### src/design/waypoint_path_follower_macros.svh
// ----------------------------------------------------------------------------
// waypoint path follower assertion macros
// short forms for the concurrent checks of the top level
// ----------------------------------------------------------------------------
`ifndef WAYPOINT_PATH_FOLLOWER_MACROS_SVH
`define WAYPOINT_PATH_FOLLOWER_MACROS_SVH

// same-cycle implication
`define WPF_ASSERT_IMP(label, clk, rst_n, ante, cons) \
	label: assert property (@(posedge clk) disable iff (!rst_n) (ante) |-> (cons)) \
	else $error("wpf check failed");

// next-cycle implication
`define WPF_ASSERT_NXT(label, clk, rst_n, ante, cons) \
	label: assert property (@(posedge clk) disable iff (!rst_n) (ante) |=> (cons)) \
	else $error("wpf check failed");

`endif

### src/design/wpf_ram.sv
// ----------------------------------------------------------------------------
// wpf_ram
// generic single write port ram with registered read
// ----------------------------------------------------------------------------
module wpf_ram #(
	parameter int WIDTH = 32,
	parameter int DEPTH = 16
) (
	input  logic                     clk,
	input  logic                     we,
	input  logic [$clog2(DEPTH)-1:0] waddr,
	input  logic [WIDTH-1:0]         wdata,
	input  logic [$clog2(DEPTH)-1:0] raddr,
	output logic [WIDTH-1:0]         rdata
);

	logic [WIDTH-1:0] mem_q [DEPTH];
	logic [WIDTH-1:0] rdata_q;

	always_ff @(posedge clk) begin
		if (we) begin
			mem_q[waddr] <= wdata;
		end
		rdata_q <= mem_q[raddr];
	end

	assign rdata = rdata_q;

endmodule

### config.mk
export PLATFORM = sky130hd
export DESIGN_NAME = wpf_ram
export DESIGN_NICKNAME = d
export VERILOG_FILES = /design/src/design/waypoint_path_follower_macros.svh /design/src/design/wpf_ram.sv
export SDC_FILE = /design/constraint.sdc
export NUM_CORES = 1
export LEC_CHECK = 0
export BUFFER_PORTS_ARGS = -buffer_cell sky130_fd_sc_hd__buf_2
export CORE_ASPECT_RATIO = 0.7
export CORE_MARGIN = 1
export CORE_UTILIZATION = 54
export DETAILED_ROUTE_END_ITERATION = 10
export GPL_ROUTABILITY_DRIVEN = 1
export PLACE_DENSITY = 0.77
export REMOVE_ABC_BUFFERS = 1
export SLEW_MARGIN = 20
export SYNTH_ARGS = -nofsm -noshare
export SYNTH_HDL_FRONTEND = slang
export SYNTH_SLANG_ARGS = --single-unit
### constraint.sdc
create_clock -name clk -period 7.36 [get_ports clk]
set_input_delay 0.368 -clock clk [delete_from_list [all_inputs] [get_ports clk]]
set_output_delay 0.368 -clock clk [all_outputs]
set_load 0.02 [all_outputs]
==> flow_metrics.tcl <==
set metrics [dict create \
    status "finished, final reports clean" \
    yosysWarnings 0 \
    fin_crit_sh_pct 35.34 \
    drive_gt1_share_pct 31.28 \
    cts_sinks 544 \
    final_common_cell "edfxtp_1" \
    die_y_um 162.4 \
    cts_root_buf "clkbuf_16" \
    final_util_pct 62.07 \
    reg2reg_from "mem_q[11][28]" \
    synth_area_leaders "edfxtp_1, mux4_2, dfxtp_1" \
    rr_worst_depth 3 \
    vias_per_cell 6.163 \
    cts_resized 0 \
    cts_tree "done" \
    setup_slack_ns 4.759 \
    clock_latency_ns 0.56 \
    htreeDepth 2 \
    overflow 0 \
    max_freq_mhz 384.5 \
    layout_common_cells "edfxtp_1, mux4_2, buf_2, a22oi_1, clkbuf_16" \
    finalSetupViolations 0 \
    initial_core_util_pct 55.05 \
    yosysSeqAreaShare_pct 80.67 \
    cellLeakagePower_uw 0.007158 \
    ys_ff_latch 544 \
    syn_to_final_growth_pct 12.76 \
    hold_start "wdata[14]" \
    critPathArrivalTime_ns 3.03 \
    pre_cts_slack_ns 4.094 \
    clockBufferDepth 3 \
    whs_ns 0.1833 \
    grt_setup_unrepaired "no" \
    synth_area_um2 19850 \
    hold_path_depth 1 \
    grt_pass1_vias 9228 \
    track_usage_pct 22.15 \
    boundaryPins 74 \
    first_pass_iters 5 \
    synth.top_cell.area_share_pct 77.44 \
    layout_min_cycle_time_ns 2.601 \
    portBuffers 73 \
    ff2ff_setup_slack_ns 5.98 \
    worst_setup_path_end_kind "flop" \
    grt_max_degree 78 \
    fillerInstances 2335 \
    hold_viol 0 \
    worst_pin_slew_ns 1.076 \
    crit_type "in -> reg" \
    fin_skew_ns 0.009426 \
    fp.coreArea_um2 36070 \
    grt_pass1_wl_um 59090 \
    gp_congestion 0.6865 \
    layout.nets 980 \
    cap_viol_max_count 0 \
    hold_end "mem_q[8][14]" \
    final_area_um2 22390 \
    die_x_um 231.2 \
    synth_area_leader_cell "edfxtp_1" \
    critPathMaxFanout 77 \
    drc_errors 0 \
    syn-mean-instance-area_um2 23.69 \
    die-area_um2 37550 \
    rows 58 \
    cp-start-kind "input pin" \
    slew_headroom_pct 28.27 \
    powerDensity_nw_per_um2 276.8 \
    postRouteWirelength_um 40440 \
    timing.critical_path.required_ns 7.79 \
    cts_buffers 47 \
    cts_hold_buf 0 \
    clk_pin_slew_ns 0.06 \
    ys_types 18 \
    hold_path_class "in -> reg" \
    ant_nets 0 \
    setup_tns_ns 0 \
    postCtsSetupRepairBufs 0 \
    hpwl_um 18600 \
    drt-initial-drc-count 1100 \
    dpl-instance-area_um2 20900 \
    vdd_drop_max_v 0.0001969 \
    maxSlewViolCount 0 \
    post_drt_wl_per_cell_um 27.75 \
    rr_endpoint "rdata[28]" \
    syn_inst 838 \
    via_count 8980 \
    antenna_found_initial 2 \
]
-- layer usage --
layer  track usage (%)  wire (um)
met5                 0         17
met4             5.990        821
met3             4.097       2888
met2             37.31      20420
met1             30.14      16290
-- stage by stage --
step / power, uW / instances
3_5_place_dp: 3866 / 1369
6_report: 6197 / 1457
5_1_grt: 6368 / 1455
4_1_cts: 6240 / 1455
2_1_floorplan: 3704 / 795
3_3_place_gp: 3855 / 1369
-- worst max-delay path: stages --
cell and delay (ns):
clkbuf_8 0.70, buf_4 0.92, mux4_2 0.63, a22oi_1 0.20
nand2_1 0.10
-- cell usage after synthesis --
library cell and number:
or3b_2 1, nand2_1 33, dfxtp_1 32, buf_6 2, buf_1 9, nor2b_1 2
nand3b_1 2, nand2b_1 2, a22oi_1 64, mux4_2 128, and2_1 1, buf_4 11
clkbuf_1 17, nor3_1 4, nor2_1 13, nand3_1 1, edfxtp_1 512, buf_2 4
-- how the worst max path moves through the flow --
stage          slack [ns]  cells after the start           to      from
3_5_place_dp         4.09                      5     rdata[3]  raddr[0]
3_3_place_gp         4.15                      5    rdata[18]  raddr[0]
6_report             4.76                      5    rdata[25]  raddr[0]
5_1_grt              4.47                      5     rdata[3]  raddr[0]
2_1_floorplan        3.81                      2  mem_q[0][0]  waddr[2]
4_1_cts              4.69                      5    rdata[25]  raddr[0]
-- cells by family after synthesis --
family                 after synthesis  synth area share (%)
muxes                              128                 14.52
DFF                                544                 80.67
buffers and inverters               43                 1.122
and+or+nand+nor                     59                 1.273
AOI/OAI and AO/OA                   64                 2.420
-- power by group --
| part | leakage (uW) | switching [uW] | total (uW) | internal, uW |
|---|---|---|---|---|
| clock network | 0.000722 | 1050 | 2400 | 1350 |
| registers | 0.00489 | 22.8 | 3480 | 3460 |
| logic | 0.00154 | 192 | 313 | 121 |
-- area by class of cell --
cell class | count | area (um2) | share of cell area (%)
Antenna cell | 2 | 5.005 | 0.02236
Clock buffer | 73 | 1366 | 6.103
Clock inverter | 13 | 116.4 | 0.5198
Multi-Input combinational cell | 251 | 3750 | 16.75
Sequential cell | 544 | 16020 | 71.54
Tap cell | 480 | 600.6 | 2.683
Timing Repair Buffer | 94 | 534.3 | 2.386
-- state kept, by name, indices dropped and copies added (netlist names) --
| name | count |
|---|---|
| rdata | 32 |
| mem_q | 512 |
Note: power is estimated with default switching activity, not from simulation.
