## config.mk

```make
export PLATFORM = sky130hd
export DESIGN_NAME = wpf_div
export DESIGN_NICKNAME = d
export VERILOG_FILES = /design/src/design/waypoint_path_follower_macros.svh /design/src/design/wpf_pkg.sv /design/src/design/wpf_div.sv
export SDC_FILE = /design/constraint.sdc
export NUM_CORES = 1
export LEC_CHECK = 0
export BUFFER_PORTS_ARGS = -buffer_cell sky130_fd_sc_hd__buf_2
export CAP_MARGIN = 20
export CORE_UTILIZATION = 45
export DETAILED_ROUTE_END_ITERATION = 7
export MAX_ROUTING_LAYER = met4
export PLACE_DENSITY = 0.67
export SETUP_SLACK_MARGIN = 0.2
export SYNTH_ARGS = -nofsm -noshare
export SYNTH_HDL_FRONTEND = slang
export SYNTH_SLANG_ARGS = --single-unit
export TNS_END_PERCENT = 100
```

## constraint.sdc

```tcl
create_clock -name clk -period 3.1 [get_ports clk]
set_input_delay 0.155 -clock clk [delete_from_list [all_inputs] [get_ports clk]]
set_output_delay 0.155 -clock clk [all_outputs]
set_load 0.01 [all_outputs]
```

## src/design/waypoint_path_follower_macros.svh

```systemverilog
// ----------------------------------------------------------------------------
// waypoint path follower assertion macros
// short forms for the concurrent checks of the top level
// ----------------------------------------------------------------------------
`ifndef WAYPOINT_PATH_FOLLOWER_MACROS_SVH
`define WAYPOINT_PATH_FOLLOWER_MACROS_SVH

// same-cycle implication
`define WPF_ASSERT_IMP(label, clk, rst_n, ante, cons) \
	label: assert property (@(posedge clk) disable iff (!rst_n) (ante) |-> (cons)) \
	else $error("wpf check failed");

// next-cycle implication
`define WPF_ASSERT_NXT(label, clk, rst_n, ante, cons) \
	label: assert property (@(posedge clk) disable iff (!rst_n) (ante) |=> (cons)) \
	else $error("wpf check failed");

`endif

```

## src/design/wpf_pkg.sv

```systemverilog
// ----------------------------------------------------------------------------
// wpf_pkg
// shared constants and codes of the waypoint path follower
// ----------------------------------------------------------------------------
package wpf_pkg;

	localparam int MAX_POINTS = 16;
	localparam int COORD_BITS = 32;
	localparam int IDX_W      = $clog2(MAX_POINTS);
	localparam int CNT_W      = $clog2(MAX_POINTS + 1);
	localparam int WAY_W      = 96;

	localparam logic [1:0] KIND_LOAD  = 2'd0;
	localparam logic [1:0] KIND_START = 2'd1;
	localparam logic [1:0] KIND_TICK  = 2'd2;

	// control of an iterative unit
	typedef struct packed {
		logic start;
		logic busy;
	} unit_ctl_t;

endpackage

```

## src/design/wpf_div.sv

```systemverilog
// ----------------------------------------------------------------------------
// wpf_div
// restoring divider, 64 bit dividend by 32 bit divisor, quotient below 2^32
// ----------------------------------------------------------------------------
module wpf_div (
	input  logic               clk,
	input  logic               arst_n,
	input  logic               start,
	input  logic [63:0]        dividend,
	input  logic [31:0]        divisor,
	output wpf_pkg::unit_ctl_t ctl,
	output logic [31:0]        quotient
);

	logic [31:0] rem_q;
	logic [31:0] quo_q;
	logic [31:0] div_q;
	logic [4:0]  cnt_q;
	logic        busy_q;
	logic [32:0] r2;
	logic        fit;

	always_comb begin
		r2  = {rem_q, quo_q[31]};
		fit = (r2 >= {1'b0, div_q});
	end

	always_ff @(posedge clk or negedge arst_n) begin
		if (!arst_n) begin
			busy_q <= 1'b0;
			cnt_q  <= '0;
		end else if (start) begin
			busy_q <= 1'b1;
			cnt_q  <= '0;
		end else if (busy_q) begin
			cnt_q <= cnt_q + 5'd1;
			if (cnt_q == 5'd31) begin
				busy_q <= 1'b0;
			end
		end
	end

	always_ff @(posedge clk) begin
		if (start) begin
			rem_q <= dividend[63:32];
			quo_q <= dividend[31:0];
			div_q <= divisor;
		end else if (busy_q) begin
			if (fit) begin
				rem_q <= 32'(r2 - {1'b0, div_q});
			end else begin
				rem_q <= r2[31:0];
			end
			quo_q <= {quo_q[30:0], fit};
		end
	end

	assign ctl.start = start;
	assign ctl.busy  = busy_q;
	assign quotient  = quo_q;

endmodule

```

==> impl_metrics.csv <==
group,metric,value,unit
clock_network,cts-root-buf,"clkbuf_16",
timing,fin_crit,2.89,ns
hold_path,whs_endpoint,"quotient[25]$_DFFE_PP_",
synth,ys_types,58,
clock_network,numCtsBuffers,9,
worst_setup_path,r2r-start,"div_q[0]$_DFFE_PP_",
power_and_ir_drop,combPwrFrac,56.3,%
floorplanning,rows,42,
floorplanning,die_area,14300,sq um
timing,hold_viol,0,
global_routing,grt_pass1_vias,4955,
finish,diodes,0,
route,route.vias.total,4824,
placement,dp.cells,841,
placement,gp_congestion,0.878,
timing,holdWs,0.0892,ns
synth,avgSynthCellArea,11.7,sq um
global_routing,grt_pass1_wl,23900,um
route,totalWireLength,14900,um
worst_setup_path,worst_setup_path_end_kind,"register",
floorplanning,start_util,46.6,%
floorplanning,io_pins,133,
worst_setup_path,crit_top_cell,"a221o_1",
synth,ys_seq_elements,102,
route,wl_per_cell,16.6,um
power_and_ir_drop,intPower,4.61,mW
finish,stdcell_count,898,
timing,setup_viol,0,
clock_network,insertion_delay,0.36,ns
worst_setup_path,cp_slowest_stage_delay,0.42,ns
global_routing,met1_usage,28.0,%
synth,syn_inst,534,
synth,synthesis.nets,668,
global_routing,grt_util_met2,35.9,%
synth,synthArstFlopShare,5.88,%
route,drt_pre_antenna_iters,4,
finish,nets,851,
worst_setup_path,r2r_end,"rem_q[30]$_DFFE_PP_",
route,drc_errors,0,
global_routing,overflow,0,
worst_setup_path,worst-path-max-fanout,3,
worst_setup_path,r2r_slack,0.21,ns
timing,worst_pin_slew,0.606,ns
global_routing,antenna_found_initial,0,
power_and_ir_drop,ir_drop,0.000408,V
synth,synth-edff-count,96,
finish,fill_cells,1120,
power_and_ir_drop,p_leak,3.49,nW
synth,synth_area,6240,sq um
route,ant_nets,0,
floorplanning,core,13400,sq um
worst_setup_path,cp-start-kind,"register",
power_and_ir_drop,power.switching,2.86,mW
timing,post-route-period-util,93.3,%
floorplanning,die_x,120,um
placement,dp_hpwl,10700,um
timing,setup-tns-final,0,ns
timing,clock.fmax,0.346,GHz
global_routing,top_usage_layer,"met2",
worst_setup_path,path_cells,"ha_4, fa_2, nand2b_4, a21oi_4, o211ai_1, a311oi_2, a221o_1, a221oi_2, xnor2_1, a221o_1",
synth,yosysWarnings,0,
finish,multi_input_area,3150,sq um
finish,register_area,3030,sq um
synth,synthFlopType,"edfxtp_1",
finish,area_growth,29.6,%
global_routing,grt_start_max_net_pins,33,
worst_setup_path,critical_path_class,"register to register",
job,cap_violations,0,
clock_network,h-tree-depth,3,
clock_network,clk_pin_slew_worst_paths,0.08,ns
timing,rsz0062_at_grt,"yes",
route,avgViaCountPerCell,5.37,
worst_setup_path,worst_ep_required_time,3.22,ns
global_routing,gr-usage-all-layers,22.1,%
status,status,"completed",
hold_path,holdPathStages,2,
timing,final_max_slew_viol_count,0,
worst_setup_path,rr_worst_depth,10,
worst_setup_path,cp.arrival,3.01,ns
clock_network,cts.sinks,102,
route,drtIter0Drc,188,
power_and_ir_drop,seq_power_share,28.6,%
floorplanning,dieHeight,120,um
placement,numPortBuffers,132,
finish,final_layout_size_suffix_gt1_share,39.5,%
timing,skew,0.00808,ns
clock_network,tritoncts,"built",
power_and_ir_drop,p_sw_share,38.3,%
global_routing,grtUsageMet3,4.13,%
hold_path,hp-start,"dividend[25]",
timing,slew_headroom,59.6,%
power_and_ir_drop,power_density,924,nW/um^2
power_and_ir_drop,clockPowerShare,15.1,%
worst_setup_path,crit_slowest_cell,"edfxtp_1",
hold_path,hp-class,"input pin to register",
synth,yosysSeqAreaShare,48.6,%
clock_network,max-clock-path-buffers,2,
==> how the worst max path moves through the flow <==
stage                                to                   start  cells after the start  slack (ns)
floorplan           rem_q[10]$_DFFE_PP_     rem_q[10]$_DFFE_PP_                     12        0.21
global placement     rem_q[4]$_DFFE_PP_      rem_q[2]$_DFFE_PP_                      9        0.13
detailed placement  rem_q[30]$_DFFE_PP_  quotient[31]$_DFFE_PP_                     11        0.02
CTS                 rem_q[30]$_DFFE_PP_  quotient[31]$_DFFE_PP_                     11        0.20
global route        rem_q[30]$_DFFE_PP_      div_q[0]$_DFFE_PP_                     10        0.14
finish              rem_q[30]$_DFFE_PP_      div_q[0]$_DFFE_PP_                     10        0.21
==> state kept, by name, summed over array words and instances, names as in the netlist <==
name / count
busy_q: 1
cnt_q: 5
quotient: 32
div_q: 32
rem_q: 32
==> what timing repair did <==
item | CTS | global route
gates cloned | 1 | 2
buffers inserted | 1 | 4
hold endpoints to repair | 38 | 0
pin swaps | 4 | 14
resized for setup | 10 | 35
endpoints found under the setup margin | 25 | 26
hold buffers | 33 | 0
==> per-layer routing <==
metal | share of wire, % | vias up
met3 | 5.3 | 13
met5 | 0 | -
met1 | 45 | 2298
li1 | - | 2361
met2 | 48 | 152
met4 | 1.4 | 0
==> critical path, delay by kind of cell, from the launching register on <==
kind,cells,cell delay (ns)
DFF,1,0.42
AOI/OAI and AO/OA,6,1.33
adders and majority gates,2,0.60
xor gates and xnor gates,1,0.14
and+or+nand+nor,1,0.17
==> cell usage after synthesis, drive strengths merged, types with 2 or more instances <==
| master | number | area share, % |
|---|---|---|
| edfxtp | 96 | 46 |
| mux2 | 67 | 13 |
| a21oi | 41 | 3.3 |
| inv | 41 | 2.5 |
| ha | 34 | 6.8 |
| nand2 | 30 | 1.8 |
| nor2 | 25 | 1.5 |
| xnor2 | 18 | 2.5 |
| clkbuf | 17 | 1.0 |
| a21o | 14 | 1.7 |
| o21ai | 14 | 1.1 |
| nor3 | 12 | 0.96 |
| xor2 | 11 | 1.5 |
| a221o | 9 | 1.4 |
| buf | 8 | 1.2 |
| nand2b | 8 | 0.80 |
| nand3 | 8 | 0.72 |
| nor3b | 8 | 0.96 |
| dfrtp | 6 | 2.4 |
| nand4 | 6 | 0.60 |
| o211ai | 6 | 0.72 |
| a211oi | 5 | 0.76 |
| and3 | 5 | 0.50 |
| nor2b | 5 | 0.50 |
| mux2i | 4 | 0.64 |
| o31ai | 4 | 0.48 |
| a221oi | 3 | 0.62 |
| a31oi | 3 | 0.30 |
| and2 | 2 | 0.24 |
| nand4b | 2 | 0.28 |
| nor4b | 2 | 0.28 |
| or3 | 2 | 0.20 |
==> power groups by stage <==
stage	clock (mW)	sequential (mW)	combinational, mW
3_3_place_gp	0	2.13	3.66
4_1_cts	1.16	2.12	3.88
3_5_place_dp	0	2.13	3.73
6_report	1.13	2.14	4.21
5_1_grt	1.21	2.18	4.59
2_1_floorplan	0	2.11	2.88
==> area by class of cell <==
| type | count | area share, % |
|---|---|---|
| tap | 176 | 2.72 |
| inverter | 41 | 1.90 |
| timing repair buffer | 194 | 15.3 |
| clock inverter | 7 | 0.835 |
| clock buffer | 9 | 2.78 |
| sequential | 102 | 37.5 |
| multi-input combinational | 369 | 39.0 |
==> kinds of logic (layout without fill, tap and decap cells) <==
group,after synthesis,after routing,synth area share (%)
AO/OA/AOI/OAI,110,110,12.1
XOR/XNOR,29,29,4.07
adder cells (fa/ha/maj),35,35,7.14
buffers and inverters,66,251,4.69
flip-flops,102,102,48.6
multiplexers,71,71,13.3
AND/OR/NAND/NOR,121,124,10.1
==> through the flow <==
stage | setup slack [ns] | utilization [%] | cell area, sq um | total power [mW]
3_3_place_gp | 0.129 | 53.7 | 7190 | 5.79
2_1_floorplan | 0.205 | - | 6240 | 4.99
4_1_cts | 0.202 | 58.7 | 7870 | 7.16
5_1_grt | 0.135 | 60.4 | 8090 | 7.98
3_5_place_dp | 0.0188 | 53.7 | 7190 | 5.87
6_report | 0.208 | 60.4 | 8090 | 7.47
==> cells in the final DEF (no fill, tap or decap), drive strengths merged, types with 9 or more instances in the layout <==
cell           n
a21o          14
a21oi         41
a221o          9
buf          161
clkbuf         9
dlygate4sd3   33
edfxtp        96
ha            34
inv           44
mux2          67
nand2         30
nor2          25
nor3          12
o21ai         14
xnor2         18
xor2          11
No activity file was read; power rests on OpenSTA's default activity.
