[config.mk]
export PLATFORM = sky130hd
export DESIGN_NAME = wpf_sqrt
export DESIGN_NICKNAME = d
export VERILOG_FILES = /design/src/design/waypoint_path_follower_macros.svh /design/src/design/wpf_pkg.sv /design/src/design/wpf_sqrt.sv
export SDC_FILE = /design/constraint.sdc
export NUM_CORES = 1
export LEC_CHECK = 0
export BUFFER_PORTS_ARGS = -buffer_cell sky130_fd_sc_hd__buf_2
export CORE_MARGIN = 1
export CORE_UTILIZATION = 55
export DETAILED_ROUTE_END_ITERATION = 6
export GPL_TIMING_DRIVEN = 0
export PLACE_DENSITY = 0.76
export SLEW_MARGIN = 40
export SYNTH_ARGS = -nofsm -noshare
export SYNTH_HDL_FRONTEND = slang
export SYNTH_SLANG_ARGS = --single-unit
[constraint.sdc]
create_clock -name clk -period 4.25 [get_ports clk]
set_input_delay 0.6375 -clock clk [delete_from_list [all_inputs] [get_ports clk]]
set_output_delay 0.6375 -clock clk [all_outputs]
set_load 0.02 [all_outputs]
[src/design/waypoint_path_follower_macros.svh]
// ----------------------------------------------------------------------------
// waypoint path follower assertion macros
// short forms for the concurrent checks of the top level
// ----------------------------------------------------------------------------
`ifndef WAYPOINT_PATH_FOLLOWER_MACROS_SVH
`define WAYPOINT_PATH_FOLLOWER_MACROS_SVH

// same-cycle implication
`define WPF_ASSERT_IMP(label, clk, rst_n, ante, cons) \
	label: assert property (@(posedge clk) disable iff (!rst_n) (ante) |-> (cons)) \
	else $error("wpf check failed");

// next-cycle implication
`define WPF_ASSERT_NXT(label, clk, rst_n, ante, cons) \
	label: assert property (@(posedge clk) disable iff (!rst_n) (ante) |=> (cons)) \
	else $error("wpf check failed");

`endif

[src/design/wpf_pkg.sv]
// ----------------------------------------------------------------------------
// wpf_pkg
// shared constants and codes of the waypoint path follower
// ----------------------------------------------------------------------------
package wpf_pkg;

	localparam int MAX_POINTS = 16;
	localparam int COORD_BITS = 32;
	localparam int IDX_W      = $clog2(MAX_POINTS);
	localparam int CNT_W      = $clog2(MAX_POINTS + 1);
	localparam int WAY_W      = 96;

	localparam logic [1:0] KIND_LOAD  = 2'd0;
	localparam logic [1:0] KIND_START = 2'd1;
	localparam logic [1:0] KIND_TICK  = 2'd2;

	// control of an iterative unit
	typedef struct packed {
		logic start;
		logic busy;
	} unit_ctl_t;

endpackage

[src/design/wpf_sqrt.sv]
// ----------------------------------------------------------------------------
// wpf_sqrt
// floor square root of a 64 bit value, one result bit per cycle
// ----------------------------------------------------------------------------
module wpf_sqrt (
	input  logic               clk,
	input  logic               arst_n,
	input  logic               start,
	input  logic [63:0]        radicand,
	output wpf_pkg::unit_ctl_t ctl,
	output logic [31:0]        root
);

	logic [33:0] rem_q;
	logic [31:0] root_q;
	logic [63:0] val_q;
	logic [4:0]  cnt_q;
	logic        busy_q;
	logic [35:0] r2;
	logic [35:0] trial;
	logic        fit;

	always_comb begin
		r2    = {rem_q, val_q[63:62]};
		trial = {2'b00, root_q, 2'b01};
		fit   = (r2 >= trial);
	end

	always_ff @(posedge clk or negedge arst_n) begin
		if (!arst_n) begin
			busy_q <= 1'b0;
			cnt_q  <= '0;
		end else if (start) begin
			busy_q <= 1'b1;
			cnt_q  <= '0;
		end else if (busy_q) begin
			cnt_q <= cnt_q + 5'd1;
			if (cnt_q == 5'd31) begin
				busy_q <= 1'b0;
			end
		end
	end

	always_ff @(posedge clk) begin
		if (start) begin
			rem_q  <= '0;
			root_q <= '0;
			val_q  <= radicand;
		end else if (busy_q) begin
			val_q <= {val_q[61:0], 2'b00};
			if (fit) begin
				rem_q  <= 34'(r2 - trial);
				root_q <= {root_q[30:0], 1'b1};
			end else begin
				rem_q  <= r2[33:0];
				root_q <= {root_q[30:0], 1'b0};
			end
		end
	end

	assign ctl.start = start;
	assign ctl.busy  = busy_q;
	assign root      = root_q;

endmodule

==> results.sh, run 1 <==
export IMPL_synth_area_top_cells="edfxtp_1 24%, dfxtp_1 17%, mux2_2 8.9%, ha_1 5.7%, mux2i_1 4.5%"
export IMPL_io_pins=101
export IMPL_slew_headroom_pct=43.7
export IMPL_grt_pass1_wl_um=31300
export IMPL_wl_per_cell_um=18.2
export IMPL_fin_setup_tns_ps=0
export IMPL_r2r_start="root[4]$_SDFFE_PP0P_"
export IMPL_die_h_um=122
export IMPL_avgViaCountPerCell=5.92
export IMPL_cts_buffers=17
export IMPL_hold_class="in -> async"
export IMPL_drive_above_1_share_pct=26.4
export IMPL_fin_crit_ps=3000
export IMPL_critPathLaunchType="flip-flop"
export IMPL_rsz0062_at_grt="false"
export IMPL_hold_viol=0
export IMPL_grt_pass1_vias=6151
export IMPL_cts_repair_resize_count=0
export IMPL_cts_tree="yes"
export IMPL_vias=6434
export IMPL_gp_congestion=0.917
export IMPL_setup_viol=0
export IMPL_crit_required_ps=4580
export IMPL_syn_nets=876
export IMPL_core_um2=13900
export IMPL_grt_usage_pct=27.8
export IMPL_fmax_mhz=333
export IMPL_syn_area_um2=7860
export IMPL_fillers=1123
export IMPL_synth_edf_count=64
export IMPL_period_share_pct=70.6
export IMPL_dr_pass1_iters=5
export IMPL_antenna_left=0
export IMPL_worst_pin_slew_ps=845
export IMPL_power_mw=6.41
export IMPL_ctsHoldBuffers=0
export IMPL_endpoint="rem_q[9]$_SDFFE_PP0P_"
export IMPL_end_kind="flip-flop"
export IMPL_seq_area_frac_synth_pct=43.2
export IMPL_nets=996
export IMPL_antenna_found_initial=0
export IMPL_route_detailed_drc=0
export IMPL_regToRegSetupSlack_ps=1250
export IMPL_mostFrequentLayoutCells="108 x buf_2, 76 x nor2_1, 66 x dfxtp_1, 64 x edfxtp_1, 62 x mux2_2"
export IMPL_io_buffers=100
export IMPL_p_leak_nw=4.03
export IMPL_die_w_um=122
export IMPL_layout_commonest_cell="buf_2"
export IMPL_synth_area_per_cell_um2=10.2
export IMPL_root_buffer="clkbuf_16"
export IMPL_finalMaxSlewViolations=0
export IMPL_path_clk_slew_ps=60
export IMPL_synthFlopType="dfxtp_1"
export IMPL_gr_total_overflow=0
export IMPL_clock_path_buffers=2
export IMPL_r2r_end="rem_q[9]$_SDFFE_PP0P_"
export IMPL_synth_top_area_cell="edfxtp_1"
export IMPL_cp_max_fo=10
export IMPL_antenna_cells=0
export IMPL_drt_initial_drc_count=512
export IMPL_rows=43
export IMPL_synth_warnings=0
export IMPL_htreeDepth=4
export IMPL_netlist_instances=773
export IMPL_rr_worst_depth=13
export IMPL_grt_max_degree=37
export IMPL_postCtsSetupBuffers=0
export IMPL_synthArstFlopShare_pct=4.41
export IMPL_area_growth_syn_to_layout_pct=17.2
export IMPL_arrival_ps=3330
export IMPL_initial_core_util_pct=56.4
export IMPL_wirelength_um=19700
export IMPL_irDropWorstVdd_v=0.000361
export IMPL_p_per_area_nw_per_um2=695
export IMPL_drv_cap=0
export IMPL_post_synth_num_cell_types=64
export IMPL_critPathKind="reg -> reg"
export IMPL_multi_input_area_um2=4060
export IMPL_clock_latency_ps=420
export IMPL_dieArea_um2=14800
export IMPL_seq_area_um2=3390
export IMPL_dp_hpwl_um=14100
export IMPL_critPathLaunch="root[4]$_SDFFE_PP0P_"
export IMPL_numClockSinks=136
export IMPL_synth_seq_cells=136
export IMPL_yosysTopAreaCellShare_pct=24.4
export IMPL_status="finished clean"
export IMPL_clock_skew_final_ps=7.79
==> worst min path at each step <==
stage / endpoint / slack [ps] / cells after the start
6_report: busy_q$_DFF_PN0_ / 30 / 1
5_1_grt: cnt_q[1]$_DFFE_PN0P_ / 20 / 1
4_1_cts: cnt_q[4]$_DFFE_PN0P_ / 20 / 1
3_5_place_dp: cnt_q[4]$_DFFE_PN0P_ / 470 / 1
3_3_place_gp: cnt_q[4]$_DFFE_PN0P_ / 460 / 1
2_1_floorplan: busy_q$_DFF_PN0_ / 340 / 0
==> per-stage QoR <==
step | cell area (um2) | hold slack (ps) | setup WS [ps] | utilization [%] | cells
6_report | 9220 | 26.7 | 1250 | 66.2 | 1086
3_3_place_gp | 8590 | 464 | 538 | 61.6 | 1053
4_1_cts | 9210 | 18.1 | 1250 | 66.1 | 1086
5_1_grt | 9220 | 22.1 | 1010 | 66.2 | 1086
3_5_place_dp | 8610 | 467 | 1290 | 61.8 | 1054
2_1_floorplan | 7860 | 342 | 1550 | - | 773
==> state kept, by name (all words and copies together), names as in the netlist <==
register and cells:
busy_q 1, cnt_q 5, rem_q 34, root 32, val_q 64
==> metal layers <==
| metal | share of wire (%) | up-vias | track usage, % |
|---|---|---|---|
| met5 | 0 | - | 0 |
| met4 | 2.0 | 0 | 11.2 |
| met3 | 8.4 | 35 | 7.68 |
| met2 | 47 | 295 | 43.4 |
| met1 | 43 | 3021 | 36.4 |
| li1 | - | 3083 | - |
==> cells in the mapped netlist, types with 4 or more instances <==
cell type	count
a211oi_1	7
a21o_1	10
a21oi_1	36
a311oi_1	7
a311oi_2	13
a31oi_1	12
and2_1	5
and3_1	14
buf_1	4
buf_2	8
buf_4	6
buf_6	4
clkbuf_1	25
dfrtp_1	6
dfxtp_1	66
edfxtp_1	64
ha_1	36
inv_1	47
mux2_2	62
mux2i_1	35
nand2_1	37
nand2b_1	4
nand3_1	30
nand4_1	8
nor2_1	76
nor2b_1	6
nor3_1	7
nor4_1	5
o211ai_1	5
o21a_1	5
o21ai_0	16
o21ai_1	28
o31ai_1	4
or3_1	4
xnor2_1	15
xor2_1	15
==> power breakdown <==
group          switching (mW)  total, mW  leakage (nW)  internal, mW
Sequential              0.141       1.73          1.30          1.59
Combinational            1.80       3.16          2.44          1.35
Clock                   0.592       1.52         0.290         0.931
==> worst max-delay path, cell delays in order, from the launching register on <==
cell,delay [ps]
dfxtp_1,380
inv_1,60
ha_1,280
buf_2,160
o21a_1,190
o2111a_1,220
o21ai_1,70
nor2b_1,180
buf_6,150
o21ai_4,110
o2111ai_4,360
buf_2,330
nand3_1,140
a311oi_2,260
==> cell families after synthesis <==
| group | Yosys count | share of synthesized area (%) |
|---|---|---|
| xor gates and xnor gates | 30 | 3.34 |
| DFF | 136 | 43.2 |
| buffers and inverters | 94 | 5.28 |
| muxes | 97 | 13.3 |
| AOI/OAI and AO/OA | 178 | 17.1 |
| and+or+nand+nor | 202 | 12.1 |
| adders and majority gates | 36 | 5.73 |
==> area by class of cell <==
| type | instances | area share [%] |
|---|---|---|
| flip-flops and latches | 136 | 36.8 |
| clock inverters | 12 | 1.79 |
| well taps | 180 | 2.44 |
| clock buffers | 20 | 4.74 |
| repair buffers | 101 | 5.65 |
| multi-input cells | 543 | 44.0 |
| plain buffers | 47 | 2.61 |
| inverters | 47 | 1.94 |
Power figures use the tool's default switching activity.
==> run 2, diff against run 1 <==
--- a/config.mk
+++ b/config.mk
@@ -5,6 +5,7 @@
 export SDC_FILE = /design/constraint.sdc
 export NUM_CORES = 1
 export LEC_CHECK = 0
+export ABC_AREA = 1
 export BUFFER_PORTS_ARGS = -buffer_cell sky130_fd_sc_hd__buf_2
 export CORE_MARGIN = 1
 export CORE_UTILIZATION = 55
==> constraint.sdc (replaced) <==
create_clock -name clk -period 3.1 [get_ports clk]
set_input_delay 0.465 -clock clk [delete_from_list [all_inputs] [get_ports clk]]
set_output_delay 0.465 -clock clk [all_outputs]
set_load 0.02 [all_outputs]
==> run 2 against run 1 <==
  * Register-to-register slack worse by 590 ps
  * Routed wire length grew 7.2%
  * Hold slack gained 280 ps
  * Global-route usage is 2.2 points higher
  * Critical endpoint is now rem_q[28]$_SDFFE_PP0P_
==> results.sh, run 2 <==
export IMPL_synthAdderAreaFrac_pct=5.57
export IMPL_wirelength_um=21100
export IMPL_yosysTopAreaCellShare_pct=23.8
export IMPL_drt_initial_drc_count=438
export IMPL_path_clk_slew_ps=60
export IMPL_synth_warnings=0
export IMPL_setup_viol=0
export IMPL_synth_simple_area_share_pct=34.5
export IMPL_synthArstFlopShare_pct=4.41
export IMPL_synth_mux_area_share_pct=0
export IMPL_status="finished clean"
export IMPL_end_kind="flip-flop"
export IMPL_drv_cap=0
export IMPL_power_mw=9.48
export IMPL_gp_congestion=1.01
export IMPL_gr_total_overflow=0
export IMPL_netlist_instances=1158
export IMPL_root_buffer="clkbuf_16"
export IMPL_postCtsSetupBuffers=0
export IMPL_synth_seq_cells=136
export IMPL_route_detailed_drc=0
export IMPL_core_um2=14100
export IMPL_wl_per_cell_um=14.4
export IMPL_finalMaxSlewViolations=0
export IMPL_numClockSinks=136
export IMPL_antenna_cells=0
export IMPL_clock_skew_final_ps=9.05
export IMPL_fin_setup_tns_ps=0
export IMPL_dr_pass1_iters=5
export IMPL_post_synth_num_cell_types=38
export IMPL_grt_pass1_vias=7195
export IMPL_rows=43
export IMPL_dp_hpwl_um=16100
export IMPL_fmax_mhz=410
export IMPL_htreeDepth=4
export IMPL_seq_area_frac_synth_pct=42.0
export IMPL_hold_depth=3
export IMPL_cts_tree="yes"
export IMPL_synthFlopType="dfxtp_1"
export IMPL_irDropWorstVdd_v=0.000487
export IMPL_cp_top_family="simple AND/OR/NAND/NOR gates"
export IMPL_clock_latency_ps=420
export IMPL_period_share_pct=78.8
export IMPL_grt_pass1_wl_um=34500
export IMPL_largest_reg_flops=64
export IMPL_avgViaCountPerCell=5.12
export IMPL_area_growth_syn_to_layout_pct=16.8
export IMPL_synth_commonest_cells="507 x nand2_1, 162 x inv_1, 80 x nand3_1, 66 x dfxtp_1, 64 x edfxtp_1"
export IMPL_path_buf_inv=3
export IMPL_critPathSlowestCell="ha_1"
export IMPL_critPathKind="reg -> reg"
export IMPL_initial_core_util_pct=57.4
export IMPL_synth_area_top_cells="edfxtp_1 24%, nand2_1 24%, dfxtp_1 16%, inv_1 7.5%, ha_1 5.6%"
export IMPL_slew_headroom_pct=58.4
export IMPL_layout_commonest_cell="nand2_1"
export IMPL_hold_start="radicand[0]"
export IMPL_cts_buffers=17
export IMPL_mostFrequentLayoutCells="507 x nand2_1, 162 x inv_1, 103 x buf_2, 80 x nand3_1, 66 x dfxtp_1"
export IMPL_crit_required_ps=3410
export IMPL_fin_crit_ps=2440
export IMPL_synth_top_area_cell="edfxtp_1"
export IMPL_rr_worst_depth=13
export IMPL_grt_usage_pct=30.0
export IMPL_r2r_end="rem_q[28]$_SDFFE_PP0P_"
export IMPL_regToRegSetupSlack_ps=660
export IMPL_io_buffers=99
export IMPL_hold_class="in -> reg"
export IMPL_worst_pin_slew_ps=623
export IMPL_whs_ps=303
export IMPL_io_pins=101
export IMPL_die_h_um=123
export IMPL_top_register="val_q"
export IMPL_arrival_ps=2750
export IMPL_synth_compound_area_share_pct=6.44
export IMPL_placed_cells=1438
export IMPL_cts_repair_resize_count=0
export IMPL_antenna_found_initial=0
export IMPL_path_common_cell="nand2_1"
export IMPL_max_stage_delay_ps=350
export IMPL_syn_area_um2=8090
export IMPL_critPathLaunchType="flip-flop"
export IMPL_finalNonFillerCells=1471
export IMPL_synth_area_per_cell_um2=6.98
export IMPL_crit_chain="inv_1 > ha_1 > inv_1 > o21ai_0 > nor2_1 > nand2_1 > nand2_1 > nand2_1 > nor2_4 > buf_4 > nand3b_1 > nand3_1 > nand2_1"
export IMPL_r2r_start="root[25]$_SDFFE_PP0P_"
export IMPL_syn_nets=1261
export IMPL_hold_viol=0
export IMPL_nets=1381
export IMPL_cp_max_fo=10
export IMPL_min_to="val_q[0]$_SDFFCE_PN0P_"
export IMPL_dieArea_um2=15200
export IMPL_antenna_left=0
export IMPL_die_w_um=123
export IMPL_synth_edf_count=64
export IMPL_drive_above_1_share_pct=12.2
export IMPL_p_per_area_nw_per_um2=1000
export IMPL_rsz0062_at_grt="false"
export IMPL_p_leak_nw=4.97
export IMPL_post_synth_top_count_cell="nand2_1"
export IMPL_grt_max_degree=48
export IMPL_clock_path_buffers=2
export IMPL_synth_top_family_by_area="simple AND/OR/NAND/NOR gates"
export IMPL_synth_xor_area_share_pct=1.73
export IMPL_vias=7532
-- run 2: cell count changes in the layout (fill, tap and decap cells not counted), moves of 11 or more --
| cell | previous run | this run |
|---|---|---|
| nor2_1 | 76 | 52 |
| inv_1 | 46 | 162 |
| mux2_2 | 62 | 0 |
| o22ai_1 | 2 | 31 |
| mux2i_1 | 35 | 0 |
| nand2_1 | 37 | 507 |
| o21ai_1 | 27 | 8 |
| a31oi_1 | 12 | 1 |
| and3_1 | 14 | 0 |
| nand3_1 | 30 | 80 |
| a311oi_2 | 13 | 0 |
-- run 2: timing repair --
action,in CTS,in global routing
hold buffers,1,0
endpoints found under the hold margin,6,0
endpoints found under the setup margin,0,0
-- run 2: where the power goes --
group,switching [mW],total [mW],internal (mW)
combinational,3.31,5.07,1.76
sequential,0.158,2.33,2.17
clock,0.798,2.07,1.27
-- run 2: area by class of cell --
cell class / count / area, um2
Buffer: 36 / 189
Clock buffer: 19 / 433
Clock inverter: 13 / 168
Fill cell: 1288 / 4650
Inverter: 163 / 612
Multi-Input combinational cell: 823 / 3900
Sequential cell: 136 / 3390
Tap cell: 180 / 225
Timing Repair Buffer: 101 / 526
-- run 2: layer usage --
metal  up-vias  wire length (um)  GRT usage (%)
met5         -                 0              0
li1       3901                 -              -
met1      3394              9330           37.1
met2       196             10200           51.5
met4         0               580           12.1
met3        41              1010           5.35
-- run 2: worst max path at each step --
| stage | startpoint | end | slack (ps) | cells past startpoint |
|---|---|---|---|---|
| 2_1_floorplan | start | val_q[0]$_SDFFCE_PN0P_ | 650 | 4 |
| 3_3_place_gp | start | val_q[30]$_DFFE_PP_ | -350 | 4 |
| 3_5_place_dp | start | val_q[28]$_DFFE_PP_ | 600 | 5 |
| 4_1_cts | root[9]$_SDFFE_PP0P_ | rem_q[28]$_SDFFE_PP0P_ | 680 | 13 |
| 5_1_grt | root[10]$_SDFFE_PP0P_ | rem_q[29]$_SDFFE_PP0P_ | 470 | 13 |
| 6_report | root[25]$_SDFFE_PP0P_ | rem_q[28]$_SDFFE_PP0P_ | 660 | 13 |
-- run 2: worst register-to-register path: stages, from the launching register on --
cell,delay (ps)
dfxtp_1,320
inv_1,70
ha_1,350
inv_1,90
o21ai_0,140
nor2_1,210
nand2_1,90
nand2_1,70
nand2_1,80
nor2_4,330
buf_4,310
nand3b_1,110
nand3_1,120
nand2_1,60
-- run 2: through the flow --
stage,util (%),cell area (um2),setup WS [ps]
5_1_grt,67.0,9450,466
3_5_place_dp,62.7,8840,600
4_1_cts,67.0,9450,682
6_report,67.0,9450,659
2_1_floorplan,-,8100,650
3_3_place_gp,62.5,8820,-351
-- run 2: kinds of logic after synthesis --
family | after synthesis
AOI/OAI and AO/OA | 90
xor gates and xnor gates | 16
adders and majority gates | 36
buffers and inverters | 199
DFF | 136
and+or+nand+nor | 681
